<file path="src/design/url_percent_utf8_decoder_unit_macros.svh">
// Assertion macros shared by the decoder files.
`ifndef URL_PERCENT_UTF8_DECODER_UNIT_MACROS_SVH
`define URL_PERCENT_UTF8_DECODER_UNIT_MACROS_SVH

`ifndef ASSERT_OFF

// Check a property on every rising edge, skipped while reset is high.
`define URLUTF_ASSERT(lbl, clock, reset, prop) \
  lbl: assert property (@(posedge clock) disable iff (reset) (prop)) \
    else $error("url decoder check failed");

// Check that a condition never holds, skipped while reset is high.
`define URLUTF_NEVER(lbl, clock, reset, cond) \
  lbl: assert property (@(posedge clock) disable iff (reset) !(cond)) \
    else $error("url decoder forbidden condition");

`else

`define URLUTF_ASSERT(lbl, clock, reset, prop)
`define URLUTF_NEVER(lbl, clock, reset, cond)

`endif

`endif

</file>
<file path="src/design/urlutf_pkg.sv">
package urlutf_pkg;

  localparam int unsigned CHAR_W = 8;
  localparam int unsigned CP_W   = 31;
  localparam int unsigned REM_W  = 3;

  localparam logic [CHAR_W-1:0] CHAR_PERCENT = 8'h25;
  localparam logic [CHAR_W-1:0] CHAR_PLUS    = 8'h2B;
  localparam logic [CHAR_W-1:0] CHAR_SPACE   = 8'h20;

  // UTF-8 byte classes: (byte & mask) == code
  localparam logic [CHAR_W-1:0] CONT_MASK  = 8'hC0;
  localparam logic [CHAR_W-1:0] CONT_CODE  = 8'h80;
  localparam logic [CHAR_W-1:0] LEAD2_MASK = 8'hE0;
  localparam logic [CHAR_W-1:0] LEAD2_CODE = 8'hC0;
  localparam logic [CHAR_W-1:0] LEAD3_MASK = 8'hF0;
  localparam logic [CHAR_W-1:0] LEAD3_CODE = 8'hE0;
  localparam logic [CHAR_W-1:0] LEAD4_MASK = 8'hF8;
  localparam logic [CHAR_W-1:0] LEAD4_CODE = 8'hF0;
  localparam logic [CHAR_W-1:0] LEAD5_MASK = 8'hFC;
  localparam logic [CHAR_W-1:0] LEAD5_CODE = 8'hF8;

  localparam logic [CHAR_W-1:0] PAY2_MASK = 8'h1F;
  localparam logic [CHAR_W-1:0] PAY3_MASK = 8'h0F;
  localparam logic [CHAR_W-1:0] PAY4_MASK = 8'h07;
  localparam logic [CHAR_W-1:0] PAY5_MASK = 8'h03;
  localparam logic [CHAR_W-1:0] PAY6_MASK = 8'h01;

  typedef enum logic [1:0] {
    ESC_IDLE = 2'd0,
    ESC_HIGH = 2'd1,
    ESC_LOW  = 2'd2
  } esc_phase_t;

  typedef struct packed {
    logic [CHAR_W-1:0] in_char;
    logic              last_char;
  } in_word_t;

  typedef struct packed {
    logic            valid_res;
    logic [CP_W-1:0] code_point;
    logic            string_end;
    logic            aborted;
  } res_word_t;

  // Hex digit value; anything that is not a hex digit reads as zero.
  function automatic logic [3:0] hex_value(input logic [CHAR_W-1:0] ch);
    logic [3:0] v;
    v = 4'd0;
    if (ch >= 8'h30 && ch <= 8'h39) begin
      v = ch[3:0];
    end else if ((ch >= 8'h61 && ch <= 8'h66) || (ch >= 8'h41 && ch <= 8'h46)) begin
      v = 4'(ch[2:0] + 3'd1) + 4'd8;
    end
    return v;
  endfunction

endpackage

</file>
<file path="src/design/urlutf_in_stage.sv">
module urlutf_in_stage (
  input  logic                clk,
  input  logic                rst,
  input  logic                s_tvalid,
  output logic                s_tready,
  input  logic [7:0]          s_tdata,   // [7:0] in_char
  input  logic                s_tlast,   // last_char
  input  logic                advance,
  output logic                word_valid,
  output urlutf_pkg::in_word_t word
);
  import urlutf_pkg::*;

  // Take a new word when empty or when the held word moves on this cycle.
  assign s_tready = !word_valid || advance;

  always_ff @(posedge clk) begin
    if (rst) begin
      word_valid <= 1'b0;
    end else if (s_tready) begin
      word_valid <= s_tvalid;
    end
  end

  always_ff @(posedge clk) begin
    if (s_tvalid && s_tready) begin
      word.in_char   <= s_tdata;
      word.last_char <= s_tlast;
    end
  end

endmodule

</file>
<file path="src/design/urlutf_core.sv">
`include "url_percent_utf8_decoder_unit_macros.svh"

module urlutf_core (
  input  logic                 clk,
  input  logic                 rst,
  input  logic                 take,
  input  urlutf_pkg::in_word_t word,
  output urlutf_pkg::res_word_t res
);
  import urlutf_pkg::*;

  esc_phase_t        phase;
  esc_phase_t        phase_next;
  logic [3:0]        nibble;
  logic [3:0]        nibble_next;
  logic [CP_W-1:0]   acc;
  logic [CP_W-1:0]   acc_next;
  logic [REM_W-1:0]  remaining;
  logic [REM_W-1:0]  remaining_next;
  logic              have_byte;
  logic [CHAR_W-1:0] dbyte;

  // Percent escape: produce one decoded byte or consume the character.
  always_comb begin
    phase_next  = phase;
    nibble_next = nibble;
    have_byte   = 1'b0;
    dbyte       = '0;
    unique case (phase)
      ESC_HIGH: begin
        nibble_next = hex_value(word.in_char);
        phase_next  = ESC_LOW;
      end
      ESC_LOW: begin
        dbyte      = {nibble, hex_value(word.in_char)};
        phase_next = ESC_IDLE;
        have_byte  = 1'b1;
      end
      default: begin
        if (word.in_char == CHAR_PERCENT) begin
          phase_next = ESC_HIGH;
        end else begin
          dbyte      = (word.in_char == CHAR_PLUS) ? CHAR_SPACE : word.in_char;
          phase_next = ESC_IDLE;
          have_byte  = 1'b1;
        end
      end
    endcase
  end

  // UTF-8 assembly and result.
  always_comb begin
    acc_next       = acc;
    remaining_next = remaining;
    res.valid_res  = 1'b0;
    res.code_point = '0;
    if (have_byte) begin
      priority if ((dbyte & CONT_MASK) == CONT_CODE) begin
        if (remaining != '0) begin
          acc_next       = {acc[CP_W-7:0], dbyte[5:0]};
          remaining_next = remaining - 3'd1;
          if (remaining == 3'd1) begin
            res.valid_res  = 1'b1;
            res.code_point = acc_next;
          end
        end
      end else if (!dbyte[7]) begin
        res.valid_res  = 1'b1;
        res.code_point = CP_W'(dbyte);
      end else if ((dbyte & LEAD2_MASK) == LEAD2_CODE) begin
        acc_next       = CP_W'(dbyte & PAY2_MASK);
        remaining_next = 3'd1;
      end else if ((dbyte & LEAD3_MASK) == LEAD3_CODE) begin
        acc_next       = CP_W'(dbyte & PAY3_MASK);
        remaining_next = 3'd2;
      end else if ((dbyte & LEAD4_MASK) == LEAD4_CODE) begin
        acc_next       = CP_W'(dbyte & PAY4_MASK);
        remaining_next = 3'd3;
      end else if ((dbyte & LEAD5_MASK) == LEAD5_CODE) begin
        acc_next       = CP_W'(dbyte & PAY5_MASK);
        remaining_next = 3'd4;
      end else begin
        acc_next       = CP_W'(dbyte & PAY6_MASK);
        remaining_next = 3'd5;
      end
    end
    res.string_end = word.last_char;
    res.aborted    = word.last_char && (phase_next != ESC_IDLE);
  end

  always_ff @(posedge clk) begin
    if (rst) begin
      phase     <= ESC_IDLE;
      nibble    <= '0;
      acc       <= '0;
      remaining <= '0;
    end else if (take) begin
      if (word.last_char) begin
        phase     <= ESC_IDLE;
        nibble    <= '0;
        acc       <= '0;
        remaining <= '0;
      end else begin
        phase     <= phase_next;
        nibble    <= nibble_next;
        acc       <= acc_next;
        remaining <= remaining_next;
      end
    end
  end

  `URLUTF_NEVER(a_rem_range, clk, rst, remaining > 3'd5)
  `URLUTF_ASSERT(a_end_clears, clk, rst, take && word.last_char |=> phase == ESC_IDLE && remaining == '0 && acc == '0)
  `URLUTF_ASSERT(a_multi_on_last, clk, rst, take && res.valid_res && res.code_point[CP_W-1:7] != '0 |-> remaining == 3'd1)
  `URLUTF_NEVER(a_open_esc_no_byte, clk, rst, have_byte && phase == ESC_HIGH)

endmodule

</file>
<file path="src/design/urlutf_out_stage.sv">
module urlutf_out_stage (
  input  logic                  clk,
  input  logic                  rst,
  input  logic                  load,
  input  urlutf_pkg::res_word_t res,
  output logic                  room,
  output logic                  m_tvalid,
  input  logic                  m_tready,
  output logic [31:0]           m_tdata,   // [30:0] code_point, [31] zero
  output logic [1:0]            m_tuser,   // [0] valid_res, [1] aborted
  output logic                  m_tlast    // string_end
);
  import urlutf_pkg::*;

  res_word_t held;

  // Accept a new result when empty or when the held one leaves this cycle.
  assign room = !m_tvalid || m_tready;

  always_ff @(posedge clk) begin
    if (rst) begin
      m_tvalid <= 1'b0;
    end else if (room) begin
      m_tvalid <= load;
    end
  end

  always_ff @(posedge clk) begin
    if (load) begin
      held <= res;
    end
  end

  assign m_tdata = {1'b0, held.code_point};
  assign m_tuser = {held.aborted, held.valid_res};
  assign m_tlast = held.string_end;

endmodule

</file>
<file path="src/design/url_percent_utf8_decoder_unit.sv">
// Channel   Dir  Handshake          tdata              tuser                   tlast
// s_        in   s_tvalid/s_tready  [7:0] in_char      -                       last_char
// m_        out  m_tvalid/m_tready  [30:0] code_point  [0] valid_res [1] abort string_end
//
// One result word per input word, one word per cycle sustained while m_tready is high.
// Path: input register, then decode into the result register.
// The escape and UTF-8 state advance when a word moves into the result register.
// rst (synchronous, active high) empties both registers and clears decoder state.
// A stall on m_tready holds the result; s_tready drops while the input word is held.
`include "url_percent_utf8_decoder_unit_macros.svh"

module url_percent_utf8_decoder_unit (
  input  logic        clk,
  input  logic        rst,
  input  logic        s_tvalid,
  output logic        s_tready,
  input  logic [7:0]  s_tdata,   // [7:0] in_char
  input  logic        s_tlast,   // last_char
  output logic        m_tvalid,
  input  logic        m_tready,
  output logic [31:0] m_tdata,   // [30:0] code_point, [31] zero
  output logic [1:0]  m_tuser,   // [0] valid_res, [1] aborted
  output logic        m_tlast    // string_end
);
  import urlutf_pkg::*;

  in_word_t  in_word;
  logic      in_valid;
  res_word_t res;
  logic      room;
  logic      advance;

  // Move the held input word into the result register when there is room.
  assign advance = in_valid && room;

  urlutf_in_stage u_in (
    .clk        (clk),
    .rst        (rst),
    .s_tvalid   (s_tvalid),
    .s_tready   (s_tready),
    .s_tdata    (s_tdata),
    .s_tlast    (s_tlast),
    .advance    (advance),
    .word_valid (in_valid),
    .word       (in_word)
  );

  // Decode one character per advance; state updates on the same edge.
  urlutf_core u_core (
    .clk  (clk),
    .rst  (rst),
    .take (advance),
    .word (in_word),
    .res  (res)
  );

  urlutf_out_stage u_out (
    .clk      (clk),
    .rst      (rst),
    .load     (advance),
    .res      (res),
    .room     (room),
    .m_tvalid (m_tvalid),
    .m_tready (m_tready),
    .m_tdata  (m_tdata),
    .m_tuser  (m_tuser),
    .m_tlast  (m_tlast)
  );

  // An abort only ever comes with the end of a string.
  `URLUTF_ASSERT(a_abort_at_end, clk, rst, m_tvalid && m_tuser[1] |-> m_tlast)
  // No code point without the valid flag.
  `URLUTF_ASSERT(a_cp_needs_valid, clk, rst, m_tvalid && !m_tuser[0] |-> m_tdata == '0)
  // A word moved on forward shows up as a result on the next edge.
  `URLUTF_ASSERT(a_advance_loads, clk, rst, advance |=> m_tvalid)

endmodule
</file>
<file path="config.mk">
export PLATFORM = sky130hd
export DESIGN_NAME = url_percent_utf8_decoder_unit
export DESIGN_NICKNAME = d
export VERILOG_FILES = /design/src/design/urlutf_pkg.sv /design/src/design/urlutf_in_stage.sv /design/src/design/urlutf_core.sv /design/src/design/urlutf_out_stage.sv /design/src/design/url_percent_utf8_decoder_unit.sv
export VERILOG_INCLUDE_DIRS = /design/src /design/src/design
export SDC_FILE = /design/constraint.sdc
export NUM_CORES = 1
export LEC_CHECK = 0
export BUFFER_PORTS_ARGS = -buffer_cell sky130_fd_sc_hd__buf_4
export CAP_MARGIN = 20
export CORE_UTILIZATION = 45
export DETAILED_ROUTE_END_ITERATION = 10
export HOLD_SLACK_MARGIN = 0.03
export MAX_ROUTING_LAYER = met4
export PLACE_DENSITY = 0.65
export REMOVE_ABC_BUFFERS = 1
export SYNTH_ARGS = -nofsm -noshare
export SYNTH_HDL_FRONTEND = slang
export SYNTH_SLANG_ARGS = --single-unit
</file>
<file path="constraint.sdc">
create_clock -name clk -period 3 [get_ports clk]
set_clock_uncertainty 0.2 [all_clocks]
set_input_delay 0.6 -clock clk [delete_from_list [all_inputs] [get_ports clk]]
set_output_delay 0.6 -clock clk [all_outputs]
set_load 0.02 [all_outputs]
</file>
==> impl_metrics.yaml, run 1 <==
outcome:
  status: "finished clean"
die:
  fp.dieW_um: 91.77
  fp.dieH_um: 91.77
  start_util_pct: 46.68
  core-area_um2: 7767
  placementRows: 32
  io_pins: 50
  die-area_um2: 8421
timing:
  fin_crit_sh_pct: 84.17
  min_period_ns: 2.525
  relSlewSlack_pct: 61.25
  final-setup-viol-count: 0
  hold_viol: 0
  drv_slew: 0
  max_freq_ghz: 0.3960
  setup_tns_ns: 0
  rsz0062_at_grt: "no"
  tightest_slew_ns: 0.5785
global_routing:
  grt_pass1_vias: 2426
  grt_pass1_wl_um: 11570
  grt_max_degree: 36
  antenna_found_initial: 0
  grt_usage_pct: 18.47
  overflow: 0
drt:
  viasPerCell: 5.204
  vias: 2581
  wire_per_inst_um: 13.87
  drt-initial-drc-count: 122
  ant_nets: 0
  drcViolationCount: 0
  drt_wl_total_um: 6878
  first_pass_iters: 4
clock_tree:
  clock_sinks: 79
  clk_pin_slew_ns: 0.10
  postCtsSetupBuffers: 0
  cts_tree: "yes"
  cts_inserted_buffers: 9
  post_cts_resized: 0
  clk-insertion-delay-late_ns: 0.37
  ctsHoldBuffers: 0
  clk_path_buf_depth: 2
  cts_root_buffer: "clkbuf_8"
  h-tree-depth: 3
synth:
  yosysSeqAreaShare_pct: 55.49
  ys_types: 51
  synthesis.area_um2: 3626
  synth_edf_count: 43
  synthFlopType: "edfxtp_1"
  synth_cells: 340
  yosys_warnings: 0
  ys_ff_latch: 79
  async_flop_share_pct: 0
  avgSynthCellArea_um2: 10.66
setup_path:
  endpoint_kind: "flip-flop"
  start_kind: "flip-flop"
  crit_start: "u_core.phase[0]$_SDFFE_PP0P_"
  crit_arrival_ns: 2.41
  critPathMaxFanout: 13
  reg2reg_from: "u_core.phase[0]$_SDFFE_PP0P_"
  crit_type: "flip-flop to flip-flop"
  cp.required_ns: 2.89
power_and_ir_drop:
  p_comb_share_pct: 8.4
  power_mw: 2.126
  p_sw_share_pct: 26.93
  power.leakage_nw: 1.595
  p_clk_share_pct: 35.6
  peakVddDrop_v: 0.0002219
  internal_power_mw: 1.554
  seqPwrFrac_pct: 56.0
  p_per_area_nw_per_um2: 498.9
  power_switching_mw: 0.5725
finish:
  nNetsFinal: 412
  synthToLayoutAreaGrowth_pct: 17.53
  drive_above_1_share_pct: 22.34
  antenna_cells: 0
  final_common_cell: "buf_4"
  final_cell_mix: "buf_4 (56), edfxtp_1 (43), nand2_1 (36), dfxtp_1 (36), a21oi_1 (29)"
placed_design:
  place_hpwl_um: 4820
  gp_congestion: 0.8793
  io_buffers: 48
min_path:
  min_from: "s_tdata[3]"
  hold_path.class: "input pin to flip-flop"
job:
  maxCapViolCount: 0
final cells by class:
| cell class | instances | area [um^2] |
|---|---|---|
| clock buffers | 9 | 123.9 |
| clock inverters | 7 | 62.56 |
| fillers | 693 | 3506 |
| inverters | 11 | 41.29 |
| multi-input cells | 232 | 1474 |
| flip-flops and latches | 79 | 2012 |
| well taps | 102 | 127.6 |
| repair buffers | 56 | 420.4 |
cells by family (layout without fill, tap and decap cells):
family,Yosys count,in the layout,synth area share [%]
mux,2,2,0.5521
xor+xnor,1,1,0.2416
other cells,1,1,0.1034
buf+inv,29,83,3.865
simple gates,149,149,23.15
fa+ha+maj,10,10,3.451
compound gates,69,69,13.15
flops,79,79,55.49
routing by layer:
metal  vias up  GRT usage, %  routed length (um)
met1      1209         22.22                3132
li1       1298             -                   -
met4         0         8.464                 155
met2        59         29.70                3326
met5         -             -                   0
met3        15         4.146                 263
per-stage QoR:
| step | cells | utilization [%] | area, um^2 | hold WS [ns] | worst slack [ns] |
|---|---|---|---|---|---|
| after global placement | 480 | 52.46 | 4075 | 0.2350 | 0.4937 |
| after global routing | 496 | 54.86 | 4262 | 0.1867 | 0.2254 |
| after CTS | 496 | 54.86 | 4262 | 0.1894 | 0.4384 |
| after detailed placement | 480 | 52.46 | 4075 | 0.2406 | 0.4565 |
| after floorplan | 322 | - | 3527 | 0.2212 | 0.09505 |
| final | 496 | 54.86 | 4262 | 0.1994 | 0.4750 |
worst max-delay path, stage by stage (launching register included):
cell and delay (ns):
dfxtp_1 0.38, inv_1 0.06, ha_1 0.43, and3b_1 0.25, a31oi_4 0.26, nor4b_4 0.08, a31oi_1 0.46, nor2_1 0.13
power by group through the flow:
stage / Sequential, mW / Clock [mW] / Combinational (mW)
2_1_floorplan: 1.24 / 0 / 0.0795
3_3_place_gp: 1.22 / 0 / 0.178
3_5_place_dp: 1.22 / 0 / 0.179
4_1_cts: 1.19 / 0.771 / 0.180
5_1_grt: 1.20 / 0.816 / 0.195
6_report: 1.19 / 0.756 / 0.178
sequential cells by signal (all words and copies together), names as in the netlist:
register and flops:
u_out.m_tdata 31, u_core.acc 25, u_in.word 9, u_core.nibble 4
u_core.remaining 3, u_core.phase 2, u_out.m_tuser 2, u_in.word_valid 1
u_out.m_tlast 1, u_out.m_tvalid 1
cells in the mapped netlist (3+ instances only):
library cell	number	area [um^2]
clkbuf_1	9	33.78
inv_1	11	41.29
a31oi_1	4	25.02
nand3_1	28	140.1
a32oi_1	3	26.28
dfxtp_1	36	720.7
buf_2	4	20.02
nor2b_1	4	25.02
and3_1	3	18.77
nand2b_1	12	75.07
a21oi_1	29	145.1
a22oi_1	4	30.03
nand2_1	36	135.1
buf_4	3	22.52
ha_1	10	125.1
nor2_1	24	90.09
and2_1	26	162.7
o21ai_0	10	50.05
edfxtp_1	43	1291
path summary, 6_finish.rpt:
kind	to	slack (ns)	cells past startpoint
setup / recovery	u_out.m_tdata[5]$_SDFFCE_PP0P_	0.47	7
hold / removal	u_in.word[4]$_DFFE_PP_	0.20	1
setup reg to reg	u_out.m_tdata[5]$_SDFFCE_PP0P_	0.47	7
hold reg to reg	u_core.acc[22]$_SDFFE_PP0P_	0.25	2
No activity file was read; power rests on OpenSTA's default activity.
==> inputs of run 2 (changes only) <==
Settings changed: ABC_AREA set to 1.
Clock period 3 ns to 2.6 ns, I/O delays scaled along.
==> impl_metrics.yaml, run 2 <==
setup_path:
  crit_arrival_ns: 2.43
  reg2reg_from: "u_in.word[1]$_DFFE_PP_"
  r2r_setup_slack_ns: 0.20
  ff2ff_path_depth: 12
  crit_type: "flip-flop to flip-flop"
  endpoint_kind: "flip-flop"
  cp.required_ns: 2.63
  critPathMaxFanout: 6
  r2r-end: "u_core.acc[1]$_SDFFE_PP0P_"
  start_kind: "flip-flop"
finish:
  largest_reg_flops: 31
  nNetsFinal: 475
  multi_input_area_um2: 1209
  final_cell_mix: "nand2_1 (92), buf_4 (57), inv_1 (51), a21oi_1 (46)"
  antenna_cells: 0
  synthToLayoutAreaGrowth_pct: 18.58
  regArea_um2: 2012
  drive_above_1_share_pct: 22.54
  final_common_cell: "nand2_1"
  nFillCells: 703
timing:
  setup_tns_ns: 0
  min_period_ns: 2.399
  layout_setup_ws_ns: 0.2013
  drv_slew: 0
  relSlewSlack_pct: 66.41
  fin_crit_sh_pct: 92.26
  hold_viol: 0
  final-setup-viol-count: 0
  max_freq_ghz: 0.4169
  hold_ws_ns: 0.1331
  tightest_slew_ns: 0.4985
  rsz0062_at_grt: "no"
placed_design:
  io_buffers: 48
  place_ws_ns: 0.1235
  gp_congestion: 0.9125
  place_hpwl_um: 4831
power_and_ir_drop:
  peakVddDrop_v: 0.0003160
  power.leakage_nw: 1.612
  p_per_area_nw_per_um2: 577.1
min_path:
  min_path_cells: 1
  whs_endpoint: "u_in.word[8]$_DFFE_PP_"
  min_from: "s_tdata[7]"
  hold_path.class: "input pin to flip-flop"
synth:
  async_flop_share_pct: 0
  synth_fa_ha_area_share_pct: 3.532
  yosysSeqAreaShare_pct: 56.80
  synth_cells: 397
  synthesis.area_um2: 3542
  synth-simple-area-share_pct: 20.59
  ys_ff_latch: 79
  synth.most_common_cell: "nand2_1"
  synth_largest_area_cell: "edfxtp_1"
  synth_edf_count: 43
  synth_mux_area_share_pct: 0
  synthFlopType: "edfxtp_1"
  synth-compound-area-share_pct: 9.573
  yosys_warnings: 0
  synth_top_area_share_pct: 36.45
  avgSynthCellArea_um2: 8.922
  synthTopCellsByCount: "nand2_1 (92), inv_1 (53), a21oi_1 (46)"
  synth_xor_area_share_pct: 0.2473
  synthTopCellsByArea: "edfxtp_1 (36%), dfxtp_1 (20%), nand2_1 (9.7%), a21oi_1 (6.5%), inv_1 (5.6%)"
  synth_top_family_by_area: "simple AND/OR/NAND/NOR gates"
  ys_types: 34
clock_tree:
  postCtsSetupBuffers: 0
  cts_root_buffer: "clkbuf_8"
  clk_pin_slew_ns: 0.09
  ctsHoldBuffers: 0
  h-tree-depth: 3
  clk-insertion-delay-late_ns: 0.36
  post_cts_resized: 0
  cts_tree: "yes"
  cts_inserted_buffers: 9
  clk_path_buf_depth: 2
  clock_sinks: 79
drt:
  ant_nets: 0
  drcViolationCount: 0
  drt-initial-drc-count: 132
  viasPerCell: 4.698
  drt_wl_total_um: 6611
  first_pass_iters: 4
  vias: 2612
  wire_per_inst_um: 11.89
global_routing:
  grt_usage_pct: 18.09
  grt_pass1_wl_um: 11280
  grt_pass1_vias: 2416
  antenna_found_initial: 0
  overflow: 0
  grt_max_degree: 37
die:
  fp.dieW_um: 90.72
  fp.dieH_um: 90.72
  core-area_um2: 7447
  io_pins: 50
  start_util_pct: 47.56
  die-area_um2: 8230
  placementRows: 31
outcome:
  status: "finished clean"
job:
  maxCapViolCount: 0
-- run 2: cell count changes after synthesis, sizes merged, moves of 13 or more --
cell,delta
nor2,+21
a21oi,+15
nand2,+61
and2,-26
inv,+51
nand3,-13
-- run 2: report_power, final --
group          switching [mW]  leakage (nW)  internal [mW]
Sequential             0.0171         0.707           1.35
Combinational           0.129         0.811         0.0709
Clock                   0.491        0.0946          0.368
-- run 2: area by class of cell --
cell class | instances | share of cell area (%)
Sequential cell | 79 | 47.90
Multi-Input combinational cell | 242 | 28.78
Timing Repair Buffer | 57 | 10.19
Inverter | 63 | 5.749
Clock buffer | 9 | 2.949
Tap cell | 99 | 2.949
Clock inverter | 7 | 1.489
-- run 2: critical path, cell delays in order, from the launching register on --
cell,delay [ns]
edfxtp_1,0.46
inv_2,0.10
ha_1,0.22
o21ai_0,0.19
nand2_1,0.08
nand2_1,0.11
inv_1,0.10
o211ai_1,0.17
inv_1,0.09
o21ai_0,0.36
nor2_1,0.08
nand2_1,0.08
a21oi_1,0.05
-- run 2: metrics by stage --
| stage | instance area [um^2] | utilization, % | power (mW) | std cells |
|---|---|---|---|---|
| global route | 4200 | 56.40 | 2.518 | 556 |
| detailed placement | 4006 | 53.80 | 1.595 | 540 |
| floorplan | 3455 | - | 1.506 | 384 |
| global placement | 4006 | 53.80 | 1.592 | 540 |
| CTS | 4193 | 56.30 | 2.439 | 556 |
| finish | 4200 | 56.40 | 2.424 | 556 |
-- run 2: logic make-up after synthesis --
| kind of cell | Yosys count |
|---|---|
| AO/OA/AOI/OAI | 62 |
| XOR/XNOR | 1 |
| adder cells (fa/ha/maj) | 10 |
| buffers and inverters | 76 |
| flip-flops | 79 |
| other | 1 |
| AND/OR/NAND/NOR | 168 |
-- run 2: routing by layer --
layer / share of wire (%) / routed length, um / global-route usage [%]
met3: 4.3 / 282 / 3.114
met1: 49 / 3223 / 23.51
met5: 0 / 0 / -
met4: 1.8 / 117 / 8.468
met2: 45 / 2988 / 27.53
-- run 2: worst max-delay path by stage --
stage / slack [ns] / from / endpoint
after floorplan: 0.08 / u_core.phase[0]$_SDFFE_PP0P_ / u_out.m_tdata[1]$_SDFFCE_PP0P_
after global placement: 0.20 / u_core.phase[0]$_SDFFE_PP0P_ / u_core.acc[3]$_SDFFE_PP0P_
after detailed placement: 0.12 / u_core.phase[0]$_SDFFE_PP0P_ / u_core.acc[22]$_SDFFE_PP0P_
after CTS: 0.10 / u_core.phase[0]$_SDFFE_PP0P_ / u_core.acc[22]$_SDFFE_PP0P_
after global routing: 0.003 / u_in.word[1]$_DFFE_PP_ / u_core.acc[1]$_SDFFE_PP0P_
final: 0.20 / u_in.word[1]$_DFFE_PP_ / u_core.acc[1]$_SDFFE_PP0P_
==> inputs of run 3 (changes only) <==
--- a/config.mk
+++ b/config.mk
@@ -8,3 +8,2 @@
 export LEC_CHECK = 0
-export ABC_AREA = 1
 export BUFFER_PORTS_ARGS = -buffer_cell sky130_fd_sc_hd__buf_4
==> constraint.sdc (replaced) <==
create_clock -name clk -period 2.6 [get_ports clk]
set_clock_uncertainty 0.2 [all_clocks]
set_input_delay 0.39 -clock clk [delete_from_list [all_inputs] [get_ports clk]]
set_output_delay 0.39 -clock clk [all_outputs]
set_load 0.02 [all_outputs]
==> impl_metrics.yaml, run 3 (synthesis gave the netlist of run 1 again) <==
setup_path:
  cp.required_ns: 2.64
  crit_type: "flip-flop to flip-flop"
  crit_arrival_ns: 2.45
  endpoint_kind: "flip-flop"
  start_kind: "flip-flop"
  critPathMaxFanout: 7
drt:
  drcViolationCount: 0
  wire_per_inst_um: 13.46
  drt_wl_total_um: 6879
  drt-initial-drc-count: 103
  vias: 2677
  viasPerCell: 5.239
  first_pass_iters: 4
  ant_nets: 0
global_routing:
  overflow: 0
  antenna_found_initial: 0
  grt_pass1_wl_um: 11680
  grt_pass1_vias: 2507
  grt_max_degree: 36
  grt_usage_pct: 18.40
die:
  fp.dieW_um: 91.77
  io_pins: 50
  core-area_um2: 7767
  fp.dieH_um: 91.77
  placementRows: 32
  die-area_um2: 8421
  start_util_pct: 46.68
timing:
  min_period_ns: 2.410
  max_freq_ghz: 0.4149
  setup_tns_ns: 0
  fin_crit_sh_pct: 92.70
  rsz0062_at_grt: "no"
  drv_slew: 0
  hold_viol: 0
  final-setup-viol-count: 0
  layout_setup_ws_ns: 0.1898
placed_design:
  place_hpwl_um: 4912
  io_buffers: 48
  place_ws_ns: 0.1234
  dp_cells: 486
  gp_congestion: 0.8359
clock_tree:
  clk_pin_slew_ns: 0.08
  clk_path_buf_depth: 2
  clk-insertion-delay-late_ns: 0.36
  cts_tree: "yes"
  h-tree-depth: 3
  cts_root_buffer: "clkbuf_8"
  cts_inserted_buffers: 9
  clock_sinks: 79
finish:
  multi_input_area_um2: 1481
  synthToLayoutAreaGrowth_pct: 21.43
  drive_above_1_share_pct: 23.23
  final_cell_mix: "buf_4 (62), edfxtp_1 (43), nand2_1 (36), dfxtp_1 (36), a21oi_1 (29)"
  final_common_cell: "buf_4"
  largest_reg_flops: 31
  nNetsFinal: 427
  nFillCells: 692
  fin_cells: 511
  regArea_um2: 2012
  antenna_cells: 0
power_and_ir_drop:
  power.leakage_nw: 1.667
  peakVddDrop_v: 0.0002906
  p_per_area_nw_per_um2: 556.4
  power_mw: 2.450
job:
  maxCapViolCount: 0
min_path:
  hold_path.class: "input pin to flip-flop"
outcome:
  status: "finished clean"
## run 3: cell types whose count changed in the layout (fill, tap and decap cells not counted), sizes merged, moves of 13 or more
cell / before / now
nand3: 15 / 28
nor2: 45 / 24
a21oi: 47 / 32
inv: 67 / 15
nand2: 98 / 37
and2: 0 / 26
## run 3: layout make-up
class | count | area share, %
inverters | 11 | 0.9378
clock buffers | 9 | 2.813
repair buffers | 71 | 12.62
clock inverters | 7 | 1.392
multi-input cells | 232 | 33.65
well taps | 102 | 2.899
flip-flops and latches | 79 | 45.69
## run 3: stage by stage
step	area, um^2	hold WS (ns)	util, %
floorplan	3527	0.2212	-
global placement	4120	0.2360	53.04
detailed placement	4120	0.2448	53.04
CTS	4395	0.04401	56.59
global route	4403	0.07844	56.68
finish	4403	0.05330	56.68
## run 3: what timing repair did
item / in CTS / in global routing
resized for setup: 0 / 2
endpoints found under the setup margin: 0 / 15
hold endpoints to repair: 9 / 0
hold buffers: 9 / 0
buffers inserted: 0 / 0
## run 3: path summary, 6_finish.rpt
path,from,depth (start not counted),slack [ns],end
max,u_in.word[1]$_DFFE_PP_,8,0.19,u_core.acc[1]$_SDFFE_PP0P_
min,s_tvalid,3,0.05,u_in.word_valid$_SDFFE_PP0N_
max reg2reg,u_in.word[1]$_DFFE_PP_,8,0.19,u_core.acc[1]$_SDFFE_PP0P_
min reg2reg,u_core.acc[19]$_SDFFE_PP0P_,2,0.25,u_core.acc[19]$_SDFFE_PP0P_
## run 3: metal layers
metal	global-route usage, %	routed length, um	up-vias
met5	-	0	-
met4	8.203	100	0
met3	3.317	239	12
met2	30.33	3465	65
met1	22.15	3073	1271
li1	-	-	1329
## run 3: critical path, stage by stage, from the launching register on
cell,delay [ns]
edfxtp_1,0.47
inv_1,0.12
ha_1,0.24
nor3b_1,0.15
a41oi_2,0.24
a21oi_2,0.12
o31a_1,0.39
nor3_1,0.26
o31ai_1,0.10
## run 3: power breakdown
group	switching, mW	total [mW]	internal (mW)
sequential	0.0255	1.37	1.35
clock	0.488	0.853	0.364
combinational	0.132	0.224	0.0925
